--- src/rtl/core/fhd_pkg.sv ---
// Shared types, constants and helpers for the frame header decoder.
package fhd_pkg;

   // Header layout
   localparam int unsigned HEADER_BYTES = 16;
   localparam int unsigned POS_W        = 4;
   localparam logic [POS_W-1:0] POS_MAJOR    = 4'd4;
   localparam logic [POS_W-1:0] POS_MINOR    = 4'd5;
   localparam logic [POS_W-1:0] POS_KIND     = 4'd8;
   localparam logic [POS_W-1:0] POS_FLAGS    = 4'd10;
   localparam logic [POS_W-1:0] POS_PAYLOAD  = 4'd12;
   localparam logic [POS_W-1:0] POS_LAST     = 4'd15;
   localparam logic [15:0]      HEADER_SIZE_GOOD = 16'd16;

   // Magic bytes
   localparam logic [7:0] MAGIC_P = 8'h50;
   localparam logic [7:0] MAGIC_A = 8'h41;
   localparam logic [7:0] MAGIC_C = 8'h43;

   // Queue depth between front and back
   localparam int unsigned QUEUE_DEPTH_DEFAULT = 2;

   // Register reset values
   localparam logic [31:0] MAX_PAYLOAD_RESET    = 32'hFFFF_FFFF;
   localparam logic [7:0]  EXPECTED_MAJOR_RESET = 8'd1;
   localparam logic [7:0]  EXPECTED_MINOR_RESET = 8'd0;

   // Register indexes (byte address = 4 * index)
   localparam int unsigned CSR_ADDR_W = 4;
   typedef enum logic [1:0] {
      CSR_MAX_PAYLOAD    = 2'd0,
      CSR_EXPECTED_MAJOR = 2'd1,
      CSR_EXPECTED_MINOR = 2'd2
   } csr_index_type;

   // Result status codes
   typedef enum logic [1:0] {
      ST_OK            = 2'd0,
      ST_NOT_SUPPORTED = 2'd1,
      ST_PROTOCOL      = 2'd2,
      ST_LIMIT         = 2'd3
   } status_type;

   // Configuration seen by the back end
   typedef struct packed {
      logic [31:0] max_payload;
      logic [7:0]  expected_major;
      logic [7:0]  expected_minor;
   } cfg_type;

   // One collected header, handed from front to back
   typedef struct packed {
      logic        early_end;
      logic        magic_good;
      logic [7:0]  major;
      logic [7:0]  minor;
      logic [15:0] header_size;
      logic [15:0] kind;
      logic [15:0] flags;
      logic [31:0] payload;
   } job_type;

   // Queue status toward front end and checks
   typedef struct packed {
      logic full;
      logic empty;
   } queue_status_type;

   // Expected magic byte for positions 0..3
   function automatic logic [7:0] magic_byte(input logic [1:0] idx);
      logic [7:0] val;
      case (idx)
         2'd0:    val = MAGIC_P;
         2'd1:    val = MAGIC_A;
         default: val = MAGIC_C;
      endcase
      return val;
   endfunction

endpackage

--- src/rtl/core/fhd_csr.sv ---
// Configuration registers behind the APB-style port.
module fhd_csr (
   input  logic                            clock,
   input  logic                            reset,
   input  logic                            psel,
   input  logic                            penable,
   input  logic                            pwrite,
   input  logic [fhd_pkg::CSR_ADDR_W-1:0]  paddr,
   input  logic [31:0]                     pwdata,
   output logic [31:0]                     prdata,
   output logic                            pready,
   output fhd_pkg::cfg_type                cfg
);
   import fhd_pkg::*;

   logic [31:0] max_payload_ff;
   logic [7:0]  expected_major_ff;
   logic [7:0]  expected_minor_ff;
   logic        write_en;
   csr_index_type index;

   assign pready   = 1'b1;
   assign write_en = psel & penable & pwrite & pready;
   assign index    = csr_index_type'(paddr[3:2]);

   // register writes
   always_ff @(posedge clock) begin
      if (reset) begin
         max_payload_ff    <= MAX_PAYLOAD_RESET;
         expected_major_ff <= EXPECTED_MAJOR_RESET;
         expected_minor_ff <= EXPECTED_MINOR_RESET;
      end else if (write_en) begin
         case (index)
            CSR_MAX_PAYLOAD:    max_payload_ff    <= pwdata;
            CSR_EXPECTED_MAJOR: expected_major_ff <= pwdata[7:0];
            CSR_EXPECTED_MINOR: expected_minor_ff <= pwdata[7:0];
            default: ;
         endcase
      end
   end

   // read mux
   always_comb begin
      case (index)
         CSR_MAX_PAYLOAD:    prdata = max_payload_ff;
         CSR_EXPECTED_MAJOR: prdata = {24'd0, expected_major_ff};
         CSR_EXPECTED_MINOR: prdata = {24'd0, expected_minor_ff};
         default:            prdata = 32'd0;
      endcase
   end

   assign cfg.max_payload    = max_payload_ff;
   assign cfg.expected_major = expected_major_ff;
   assign cfg.expected_minor = expected_minor_ff;

endmodule

--- src/rtl/core/fhd_front.sv ---
// Front end: takes header bytes, tracks position and collects fields.
module fhd_front (
   input  logic             clock,
   input  logic             reset,
   input  logic             accept,
   input  logic [7:0]       data_byte,
   input  logic             frame_start,
   input  logic             end_of_input,
   output logic             push,
   output fhd_pkg::job_type job
);
   import fhd_pkg::*;

   logic [POS_W-1:0] count_ff, count_in;
   logic             magic_good_ff, magic_good_in;
   logic             finished_ff, finished_in;
   logic [7:0]       major_ff, major_in;
   logic [7:0]       minor_ff, minor_in;
   logic [15:0]      hsize_ff, hsize_in;
   logic [15:0]      kind_ff, kind_in;
   logic [15:0]      flags_ff, flags_in;
   logic [23:0]      pay_ff, pay_in;

   logic [POS_W-1:0] pos;
   logic             magic_eff;
   logic             finished_eff;

   // a start mark restarts collection on this very word
   assign pos          = frame_start ? '0 : count_ff;
   assign magic_eff    = frame_start ? 1'b1 : magic_good_ff;
   assign finished_eff = frame_start ? 1'b0 : finished_ff;

   always_comb begin
      count_in      = count_ff;
      magic_good_in = magic_good_ff;
      finished_in   = finished_ff;
      major_in      = major_ff;
      minor_in      = minor_ff;
      hsize_in      = hsize_ff;
      kind_in       = kind_ff;
      flags_in      = flags_ff;
      pay_in        = pay_ff;
      push          = 1'b0;

      if (accept) begin
         count_in      = pos;
         magic_good_in = magic_eff;
         finished_in   = finished_eff;
         if (!finished_eff) begin
            // capture the byte by position
            if (pos < POS_MAJOR) begin
               if (data_byte != magic_byte(pos[1:0]))
                  magic_good_in = 1'b0;
            end else if (pos == POS_MAJOR) begin
               major_in = data_byte;
            end else if (pos == POS_MINOR) begin
               minor_in = data_byte;
            end else if (pos < POS_KIND) begin
               hsize_in = {hsize_ff[7:0], data_byte};
            end else if (pos < POS_FLAGS) begin
               kind_in = {kind_ff[7:0], data_byte};
            end else if (pos < POS_PAYLOAD) begin
               flags_in = {flags_ff[7:0], data_byte};
            end else if (pos < POS_LAST) begin
               pay_in = {pay_ff[15:0], data_byte};
            end

            if (pos == POS_LAST) begin
               finished_in = 1'b1;
               push        = 1'b1;
            end else begin
               count_in = pos + 1'b1;
               if (end_of_input) begin
                  finished_in = 1'b1;
                  push        = 1'b1;
               end
            end
         end
      end
   end

   // job word for the queue
   assign job.early_end   = (pos != POS_LAST);
   assign job.magic_good  = magic_eff;
   assign job.major       = major_ff;
   assign job.minor       = minor_ff;
   assign job.header_size = hsize_ff;
   assign job.kind        = kind_ff;
   assign job.flags       = flags_ff;
   assign job.payload     = {pay_ff, data_byte};

   always_ff @(posedge clock) begin
      if (reset) begin
         count_ff      <= '0;
         magic_good_ff <= 1'b1;
         finished_ff   <= 1'b0;
         major_ff      <= '0;
         minor_ff      <= '0;
         hsize_ff      <= '0;
         kind_ff       <= '0;
         flags_ff      <= '0;
         pay_ff        <= '0;
      end else begin
         count_ff      <= count_in;
         magic_good_ff <= magic_good_in;
         finished_ff   <= finished_in;
         major_ff      <= major_in;
         minor_ff      <= minor_in;
         hsize_ff      <= hsize_in;
         kind_ff       <= kind_in;
         flags_ff      <= flags_in;
         pay_ff        <= pay_in;
      end
   end

endmodule

--- src/rtl/core/fhd_queue.sv ---
// Short queue of collected headers between front and back.
module fhd_queue #(
   parameter int unsigned DEPTH = fhd_pkg::QUEUE_DEPTH_DEFAULT
) (
   input  logic                      clock,
   input  logic                      reset,
   input  logic                      push,
   input  fhd_pkg::job_type          push_job,
   input  logic                      pop,
   output fhd_pkg::job_type          head_job,
   output fhd_pkg::queue_status_type status
);
   import fhd_pkg::*;

   localparam int unsigned PTR_W = (DEPTH > 1) ? $clog2(DEPTH) : 1;
   localparam int unsigned CNT_W = $clog2(DEPTH + 1);
   localparam logic [PTR_W-1:0] PTR_LAST = PTR_W'(DEPTH - 1);
   localparam logic [CNT_W-1:0] CNT_FULL = CNT_W'(DEPTH);

   job_type          entry_ff [DEPTH];
   logic [PTR_W-1:0] wr_ptr_ff, wr_ptr_in;
   logic [PTR_W-1:0] rd_ptr_ff, rd_ptr_in;
   logic [CNT_W-1:0] count_ff, count_in;
   logic             do_push, do_pop;

   assign status.full  = (count_ff == CNT_FULL);
   assign status.empty = (count_ff == '0);
   assign do_push      = push & ~status.full;
   assign do_pop       = pop & ~status.empty;
   assign head_job     = entry_ff[rd_ptr_ff];

   // pointer and fill bookkeeping
   always_comb begin
      wr_ptr_in = wr_ptr_ff;
      rd_ptr_in = rd_ptr_ff;
      count_in  = count_ff;
      if (do_push)
         wr_ptr_in = (wr_ptr_ff == PTR_LAST) ? '0 : wr_ptr_ff + 1'b1;
      if (do_pop)
         rd_ptr_in = (rd_ptr_ff == PTR_LAST) ? '0 : rd_ptr_ff + 1'b1;
      case ({do_push, do_pop})
         2'b10:   count_in = count_ff + 1'b1;
         2'b01:   count_in = count_ff - 1'b1;
         default: count_in = count_ff;
      endcase
   end

   always_ff @(posedge clock) begin
      if (reset) begin
         wr_ptr_ff <= '0;
         rd_ptr_ff <= '0;
         count_ff  <= '0;
      end else begin
         wr_ptr_ff <= wr_ptr_in;
         rd_ptr_ff <= rd_ptr_in;
         count_ff  <= count_in;
      end
   end

   // entry storage
   always_ff @(posedge clock) begin
      if (do_push)
         entry_ff[wr_ptr_ff] <= push_job;
   end

endmodule

--- src/rtl/core/fhd_back.sv ---
// Back end: runs the header checks and holds the result word.
module fhd_back (
   input  logic             clock,
   input  logic             reset,
   input  fhd_pkg::cfg_type cfg,
   input  logic             job_ready,
   input  fhd_pkg::job_type job,
   output logic             pop,
   input  logic             rsp_stall,
   output logic             rsp_valid,
   output logic [1:0]       rsp_status,
   output logic [7:0]       rsp_major_version,
   output logic [7:0]       rsp_minor_version,
   output logic [15:0]      rsp_header_size,
   output logic [15:0]      rsp_message_kind,
   output logic [15:0]      rsp_flag_bits,
   output logic [31:0]      rsp_payload_size
);
   import fhd_pkg::*;

   logic        valid_ff, valid_in;
   status_type  status_ff, status_in;
   logic [7:0]  major_ff, minor_ff;
   logic [15:0] hsize_ff, kind_ff, flags_ff;
   logic [31:0] pay_ff;
   logic        zero_fields;

   // take a job when the output register is free or being drained
   assign pop = job_ready & (~valid_ff | ~rsp_stall);

   // checks in priority order
   always_comb begin
      if (job.early_end)
         status_in = ST_LIMIT;
      else if (!job.magic_good)
         status_in = ST_PROTOCOL;
      else if (job.major != cfg.expected_major || job.minor != cfg.expected_minor)
         status_in = ST_NOT_SUPPORTED;
      else if (job.header_size != HEADER_SIZE_GOOD || job.kind == '0 || job.flags != '0)
         status_in = ST_PROTOCOL;
      else if (job.payload > cfg.max_payload)
         status_in = ST_LIMIT;
      else
         status_in = ST_OK;
   end

   assign zero_fields = (status_in != ST_OK);

   always_comb begin
      valid_in = valid_ff;
      if (pop)
         valid_in = 1'b1;
      else if (valid_ff && !rsp_stall)
         valid_in = 1'b0;
   end

   always_ff @(posedge clock) begin
      if (reset)
         valid_ff <= 1'b0;
      else
         valid_ff <= valid_in;
   end

   // result payload, errors carry zero fields
   always_ff @(posedge clock) begin
      if (pop) begin
         status_ff <= status_in;
         major_ff  <= zero_fields ? '0 : job.major;
         minor_ff  <= zero_fields ? '0 : job.minor;
         hsize_ff  <= zero_fields ? '0 : job.header_size;
         kind_ff   <= zero_fields ? '0 : job.kind;
         flags_ff  <= zero_fields ? '0 : job.flags;
         pay_ff    <= zero_fields ? '0 : job.payload;
      end
   end

   assign rsp_valid         = valid_ff;
   assign rsp_status        = status_ff;
   assign rsp_major_version = major_ff;
   assign rsp_minor_version = minor_ff;
   assign rsp_header_size   = hsize_ff;
   assign rsp_message_kind  = kind_ff;
   assign rsp_flag_bits     = flags_ff;
   assign rsp_payload_size  = pay_ff;

endmodule

--- src/rtl/core/frame_header_decoder_core.sv ---
// Top level of the frame header decoder: front, queue, back and registers.
//
// Input channel (req_): one header byte per word with frame_start and
// end_of_input marks. A word is taken when req_valid is high and req_stall
// is low; one byte per cycle is sustained while not stalled. req_stall
// rises only while the header queue is full, i.e. after the result side
// has stalled long enough.
// Result channel (rsp_): one word per finished header (16th byte) or per
// early end of input, taken when rsp_valid is high and rsp_stall is low.
// A held word keeps its value while stalled; the next header keeps being
// collected and queued behind it.
// The edge that takes the last byte writes the job into the front-to-back
// queue; it then loads the output register, and so the rsp_ ports, once
// that register is free or being drained.
// Throughput is one result per cycle out of the queue while not stalled.
// Registers: max_payload at 0x0, expected_major at 0x4, expected_minor at
// 0x8; write them only while the block is idle. Reset clears the byte
// position and queue, drops any pending result and loads the register defaults; collection is open right after reset.
module frame_header_decoder_core #(
   parameter int unsigned QUEUE_DEPTH = fhd_pkg::QUEUE_DEPTH_DEFAULT
) (
   input  logic                           clock,
   input  logic                           reset,
   // input channel
   input  logic                           req_valid,
   output logic                           req_stall,
   input  logic [7:0]                     req_data_byte,
   input  logic                           req_frame_start,
   input  logic                           req_end_of_input,
   // result channel
   output logic                           rsp_valid,
   input  logic                           rsp_stall,
   output logic [1:0]                     rsp_status,
   output logic [7:0]                     rsp_major_version,
   output logic [7:0]                     rsp_minor_version,
   output logic [15:0]                    rsp_header_size,
   output logic [15:0]                    rsp_message_kind,
   output logic [15:0]                    rsp_flag_bits,
   output logic [31:0]                    rsp_payload_size,
   // configuration port
   input  logic                           psel,
   input  logic                           penable,
   input  logic                           pwrite,
   input  logic [fhd_pkg::CSR_ADDR_W-1:0] paddr,
   input  logic [31:0]                    pwdata,
   output logic [31:0]                    prdata,
   output logic                           pready
);
   import fhd_pkg::*;

   cfg_type          cfg;
   job_type          push_job, head_job;
   queue_status_type queue_status;
   logic             req_accept;
   logic             push, pop;

   assign req_stall  = queue_status.full;
   assign req_accept = req_valid & ~req_stall;

   fhd_csr u_csr (
      .clock   (clock),
      .reset   (reset),
      .psel    (psel),
      .penable (penable),
      .pwrite  (pwrite),
      .paddr   (paddr),
      .pwdata  (pwdata),
      .prdata  (prdata),
      .pready  (pready),
      .cfg     (cfg)
   );

   fhd_front u_front (
      .clock        (clock),
      .reset        (reset),
      .accept       (req_accept),
      .data_byte    (req_data_byte),
      .frame_start  (req_frame_start),
      .end_of_input (req_end_of_input),
      .push         (push),
      .job          (push_job)
   );

   fhd_queue #(
      .DEPTH (QUEUE_DEPTH)
   ) u_queue (
      .clock    (clock),
      .reset    (reset),
      .push     (push),
      .push_job (push_job),
      .pop      (pop),
      .head_job (head_job),
      .status   (queue_status)
   );

   fhd_back u_back (
      .clock             (clock),
      .reset             (reset),
      .cfg               (cfg),
      .job_ready         (~queue_status.empty),
      .job               (head_job),
      .pop               (pop),
      .rsp_stall         (rsp_stall),
      .rsp_valid         (rsp_valid),
      .rsp_status        (rsp_status),
      .rsp_major_version (rsp_major_version),
      .rsp_minor_version (rsp_minor_version),
      .rsp_header_size   (rsp_header_size),
      .rsp_message_kind  (rsp_message_kind),
      .rsp_flag_bits     (rsp_flag_bits),
      .rsp_payload_size  (rsp_payload_size)
   );

   // the front never queues a header into a full queue
   assert property (@(posedge clock) disable iff (reset) !(push && queue_status.full))
      else $error("header pushed into full queue");

   // no result word survives reset
   assert property (@(posedge clock) reset |=> !rsp_valid)
      else $error("result valid right after reset");

   // error results carry zero fields
   assert property (@(posedge clock) disable iff (reset)
      (rsp_valid && rsp_status != ST_OK) |->
         (rsp_major_version == '0 && rsp_minor_version == '0 && rsp_header_size == '0 &&
          rsp_message_kind == '0 && rsp_flag_bits == '0 && rsp_payload_size == '0))
      else $error("error result with nonzero fields");

   // a good result passed the layout checks
   assert property (@(posedge clock) disable iff (reset)
      (rsp_valid && rsp_status == ST_OK) |->
         (rsp_header_size == HEADER_SIZE_GOOD && rsp_message_kind != '0 &&
          rsp_flag_bits == '0))
      else $error("good result with bad layout fields");

endmodule
--- config.mk ---
export PLATFORM = sky130hd
export DESIGN_NAME = frame_header_decoder_core
export DESIGN_NICKNAME = d
export VERILOG_FILES = /design/src/rtl/core/fhd_pkg.sv /design/src/rtl/core/fhd_csr.sv /design/src/rtl/core/fhd_front.sv /design/src/rtl/core/fhd_queue.sv /design/src/rtl/core/fhd_back.sv /design/src/rtl/core/frame_header_decoder_core.sv
export SDC_FILE = /design/constraint.sdc
export NUM_CORES = 1
export LEC_CHECK = 0
export BUFFER_PORTS_ARGS = -buffer_cell sky130_fd_sc_hd__buf_4
export CAP_MARGIN = 40
export CORE_MARGIN = 5
export CORE_UTILIZATION = 61
export CTS_BUF_LIST = sky130_fd_sc_hd__clkbuf_8
export DETAILED_ROUTE_END_ITERATION = 12
export HOLD_SLACK_MARGIN = 0.05
export PLACE_DENSITY = 0.94
export SETUP_SLACK_MARGIN = 0.2
export SLEW_MARGIN = 10
export SYNTH_ARGS = -nofsm -noshare
export SYNTH_HDL_FRONTEND = slang
export SYNTH_SLANG_ARGS = --single-unit
--- constraint.sdc ---
create_clock -name clock -period 8.3 [get_ports clock]
set_input_delay 1.245 -clock clock [delete_from_list [all_inputs] [get_ports clock]]
set_output_delay 1.245 -clock clock [all_outputs]
set_load 0.05 [all_outputs]
* Word level (Yosys, flattened, before mapping)
Memories as Yosys holds them, arrays and structs flattened. A register that Yosys moved wholly into a read port is not among the register bits.
Cells that the tools add are included.
** Cells by class
- Reductions and logical operators :: 22
- Bitwise gates (word level) :: 18
- Equality and inequality tests :: 14
- Multiplexer cells :: 32
- $add $sub $neg :: 5
- Order comparisons :: 6
** Operators by type and width (count)
- case mux 32 bit (3 select lines) :: 1
- > comparator 32 bit :: 1
- 2-to-1 mux 8 bit :: 3
- != test 8 bit :: 3
- 2-to-1 mux 1 bit :: 18
- zero test 16 bit :: 1
- less-than comparator 4 bit, second input constant :: 4
- != test 16 x 5 -> 1 bit, second input constant :: 1
- nonzero test 16 bit :: 1
- 2-to-1 mux 4 bit :: 3
- NOT 1 bit :: 11
- 2-to-1 mux 2 bit :: 5
- case mux 5 bit (2 select lines) :: 1
- AND reduction 9 bit :: 1
- == test 4 x 3 -> 1 bit, second input constant :: 2
- AND reduction 8 bit :: 1
- AND reduction 7 bit :: 1
- bitwise AND 1 bit :: 6
- == test 2 x 1 -> 1 bit, second input constant :: 3
- == test 2 bit, second input constant :: 3
- zero test 2 bit :: 3
- AND reduction 2 bit :: 3
- AND reduction 6 bit :: 1
- nonzero test 2 bit :: 3
- 14 further kinds :: 17
** Storage, ports and cells
- Memories kept :: 1
- Bits in registers :: 245
- Output and inout bits :: 133
- Bits in writable memories :: 196
- Bits of input ports :: 53
- Logic and storage cells :: 121
** Memories
- u_queue.entry_ff :: words 2, bits a word 98, read ports 1, clocked after memory_dff 1, write ports 1, line fhd_queue.sv:20 : job_type entry_ff [DEPTH];

* Depth between registers and ports, before layout
- Depth after elaboration :: 10
- Gate-level depth with buffers :: 13
- Depth with buffers taken out :: 10

* Hierarchy
Synthesis repeated with hierarchy kept, for this count alone.
** Second synthesis, totals
- Cell total of the unflattened synthesis :: 1322
- Area total of the unflattened synthesis :: 17996.0 µm²
** Modules (own cells, without submodules)
- fhd_queue :: cells an instance 331, times used 1, seq. area each 5985.7 µm², area an instance 7283.2 µm²
- fhd_back :: cells an instance 335, times used 1, seq. area each 2962.8 µm², area an instance 4571.9 µm²
- fhd_front :: cells an instance 395, times used 1, seq. area each 1881.8 µm², area an instance 3741.1 µm²
- fhd_csr :: cells an instance 259, times used 1, seq. area each 960.9 µm², area an instance 2382.3 µm²
- frame_header_decoder_core :: cells an instance 2, times used 1, seq. area each 0.0 µm², area an instance 17.5 µm²

* Worst setup path before layout
No wires, ideal clock.
- Path kind :: in2reg
- Start point :: input rsp_stall
- End point :: register u_queue.count_ff[1]
- Setup time :: 0.070 ns
- Arrival time :: 7.424 ns
- Path slack :: 0.806 ns
- Stages on the path :: 4
- Data required time :: 8.230 ns
- Path buffers :: 0
- Cell sequence :: a21oi_1 -> ha_1 -> or3_1 -> a21oi_1
** Between the ends
- Word-level cells in the longest chain between the ends :: 6
- Elaborated cells between the ends (all ways) :: 8
- Those cells by class :: 2 x eq/ne; 1 x mux; 4 x bitwise; 1 x reduce/logical
** RTL lines
- start: declaration :: line frame_header_decoder_core.sv:32 : input logic rsp_stall,
- NOT 1 bit * :: line fhd_back.sv:29 : assign pop = job_ready & (~valid_ff | ~rsp_stall);
- OR 1 bit * :: line fhd_back.sv:29
- bitwise AND 1 bit * :: line fhd_back.sv:29
- bitwise AND 1 bit * :: line fhd_queue.sv:29 : assign do_pop = pop & ~status.empty;
- == test 2 x 1 -> 1 bit / == test 2 bit (equally long branches) :: line fhd_queue.sv:41 : case ({do_push, do_pop})
- case mux 2 bit (2 select lines) / nonzero test 2 bit (equally long branches)
- end signal: assignment :: line fhd_queue.sv:56 : count_ff <= count_in;
- end: declaration :: line fhd_queue.sv:23 : logic [CNT_W-1:0] count_ff, count_in;
Mark *: on every way between the ends. The rest lies on a longest branch, timed or not.
A chain may end at the register's enable or synchronous reset.

==> impl_metrics.ini <==
[global_route]
antenna_found_initial = 0
grt-ovfl-total = 0
grt_start_max_net_pins = 71
grt_use_total_pct = 26.60
grt_pass1_wl_mm = 65.74
grt_pass1_vias = 11790

[placement]
gp_congestion = 0.8931
dp_hpwl_mm = 26.12
placed_area_um2 = 19240
place_ws_ps = 3781
numPortBuffers = 182

[logic_synthesis]
netlist_instances = 1278
yosys-top-cells-area = edfxtp_1 51%, dfxtp_1 17%, mux2i_1 6.5%, ha_1 2.7%, nor2_1 2.6%
yosysTopAreaCellShare_pct = 50.83
async_flop_share_pct = 0
yosysUniqueCellTypes = 56
synth_top_cell_by_area = edfxtp_1
netlist_area_um2 = 17370
synth_warnings = 0
avgSynthCellArea_um2 = 13.59
synth_edf_count = 294
synth_ff_type = edfxtp_1
synth_seq_cells = 442
synth.most_common_cell = edfxtp_1
synthTopCellsByCount = 294 x edfxtp_1, 148 x dfxtp_1, 122 x nor2_1, 112 x mux2i_1, 80 x nand2_1
yosysSeqAreaShare_pct = 67.89

[power_and_ir_drop]
leakage_nw = 7.745
p_per_area_nw_per_um2 = 301.5
ir_worst_vdd_mv = 0.1849

[setup_path]
slowest_stage = dfxtp_4
reg2reg_depth = 8
critPathMostFrequentCell = buf_4
crit_chain = buf_4 -> mux2i_1 -> xnor2_1 -> nor4_1 -> nand4_1 -> or2_2 -> buf_4 -> nor3_1
arrival_ps = 4530
crit_path_max_fanout = 39
reg2reg_slack_ps = 4170
crit_type = flop to flop
max_stage_delay_ps = 680
cp.required_ps = 8700
crit_family = simple AND/OR/NAND/NOR gates
endpoint_kind = flop
path_buf_inv = 2
worstReg2RegEnd = u_back.rsp_message_kind[1]
critPathLaunchType = flop

[clock_network]
cts_made_buffers = 67
ctsResizeCount = 0
cts_root_buffer = clkbuf_8
postCtsHoldBufs = 0
postCtsSetupRepairBufs = 0
cts.path.max_buffers = 3
htree_levels = 3
worstSkewPairLatency_ps = 580
cts_tree = built
path_clk_slew_ps = 70
cts_sinks = 442

[sta]
report.final.hold_viol_count = 0
worst_pin_slew_ps = 839.2
rsz0062_at_grt = false
hold_ws_ps = 455.8
finalSetupViolCount = 0
slew_viol_final = 0
fmax_mhz = 242.0
relSlewSlack_pct = 44.05
setup_ws_ps = 4168
fin_crit_ps = 4132
fin_tns_setup_ps = 0
clock_skew_ps = 31.64
fin_crit_sh_pct = 49.78

[detailed_routing]
drtIter0Drc = 1513
via_count = 11675
drc = 0
dr.pass1.iters = 6
ant_nets = 0
routed_wl_mm = 43.41
viasPerCell = 6.034
drt-wirelength-per-cell_um = 22.43

[die]
die_h_um = 178.7
start_util_pct = 62.18
core_um2 = 27930
ioPinCount = 186
dieArea_um2 = 31950
die_x_um = 178.7
rows = 61

[min_path]
hold_depth = 0
min_path_type = flop to flop
min_from = u_front.hsize_ff[11]
worstHoldEndpoint = u_queue.entry_ff[0][75]

[finish]
insertedDiodeCount = 0
nNetsFinal = 1593
finalInstanceArea_um2 = 20620
layout-drive-gt1-share_pct = 23.57
area_growth_pct = 18.69
final_core_util_pct = 73.80

[run]
maxCapViolCount = 0

[run_status]
outcome = complete, no violations
## report_power, final
part	internal, W	leakage (nW)	total [W]	switching (W)
clock	0.000929	0.777	0.00177	0.000840
sequential	0.00270	4.02	0.00282	0.000123
combinational	0.000447	2.95	0.00163	0.00118
total	0.00407	7.74	0.00622	0.00214
## cell families (layout without fill, tap and decap cells)
kind of cell,count (synthesis),after routing,synth area share [%]
DFF,442,442,67.89
and+or+nand+nor,385,385,11.92
muxes,143,143,8.464
AOI/OAI and AO/OA,131,131,4.863
buffers and inverters,115,364,2.997
adders and majority gates,37,37,2.665
xor gates and xnor gates,23,23,1.160
other,2,32,0.04324
## layout make-up
cell class | count | area [um^2]
Timing Repair Buffer | 202 | 1642
Clock buffer | 75 | 1032
Inverter | 39 | 146.4
Clock inverter | 48 | 291.5
Tap cell | 378 | 473.0
Fill cell | 1496 | 7318
Multi-Input combinational cell | 751 | 5236
Sequential cell | 442 | 11800
## per-layer routing
layer	GRT usage, %	routed length (um)	share of wire (%)	vias to the layer above
met5	0	0	0	-
met3	5.462	4296	9.9	144
met2	44.88	21530	50	806
met1	34.01	15940	37	5620
met4	10.52	1643	3.8	0
li1	-	-	-	5105
## sequential cells by signal (all words and copies together) (netlist names), 2 cells and up, named ones only
name,cells
u_back.rsp_flag_bits,16
u_back.rsp_header_size,16
u_back.rsp_major_version,8
u_back.rsp_message_kind,16
u_back.rsp_minor_version,8
u_back.rsp_payload_size,32
u_back.rsp_status,2
u_csr.expected_major_ff,8
u_csr.expected_minor_ff,8
u_csr.max_payload_ff,32
u_front.count_ff,4
u_front.flags_ff,16
u_front.hsize_ff,16
u_front.kind_ff,16
u_front.major_ff,8
u_front.minor_ff,8
u_front.pay_ff,24
u_queue.count_ff,2
u_queue.entry_ff,196
## worst register-to-register path: cells and delay by family, from the launching register on
| kind | cells | cell delay (ps) |
|---|---|---|
| xor gates and xnor gates | 1 | 110 |
| muxes | 1 | 500 |
| DFF | 1 | 680 |
| and+or+nand+nor | 4 | 1590 |
| buffers and inverters | 2 | 1070 |
## how the worst max path moves through the flow
stage,from,to,cells after the start
6_report,flop,u_back.rsp_message_kind[1],8
5_1_grt,flop,u_back.rsp_message_kind[1],8
4_1_cts,flop,u_back.rsp_payload_size[25],9
3_5_place_dp,req_frame_start,u_queue.entry_ff[0][28],10
3_3_place_gp,req_frame_start,u_queue.entry_ff[1][20],9
2_1_floorplan,rsp_stall,u_queue.count_ff[1],4
## layout by cell type (no fill, tap or decap), drive strengths merged, types with 21 or more instances in the layout
master    n
edfxtp  294
buf     201
dfxtp   148
nor2    122
mux2i   112
nand2    80
clkbuf   76
inv      70
nor3     66
a21oi    56
ha       37
a211o    33
nor3b    33
conb     32
mux2     31
nor4     25
o21ai    21
xnor2    21
## stage by stage
| step | total power [W] | std cells |
|---|---|---|
| after detailed placement | 0.004467 | 1810 |
| after global routing | 0.006420 | 1935 |
| after global placement | 0.004395 | 1805 |
| final | 0.006216 | 1935 |
| after CTS | 0.006226 | 1933 |
| after floorplan | 0.003995 | 1308 |
Note: power is estimated with default switching activity, not from simulation.
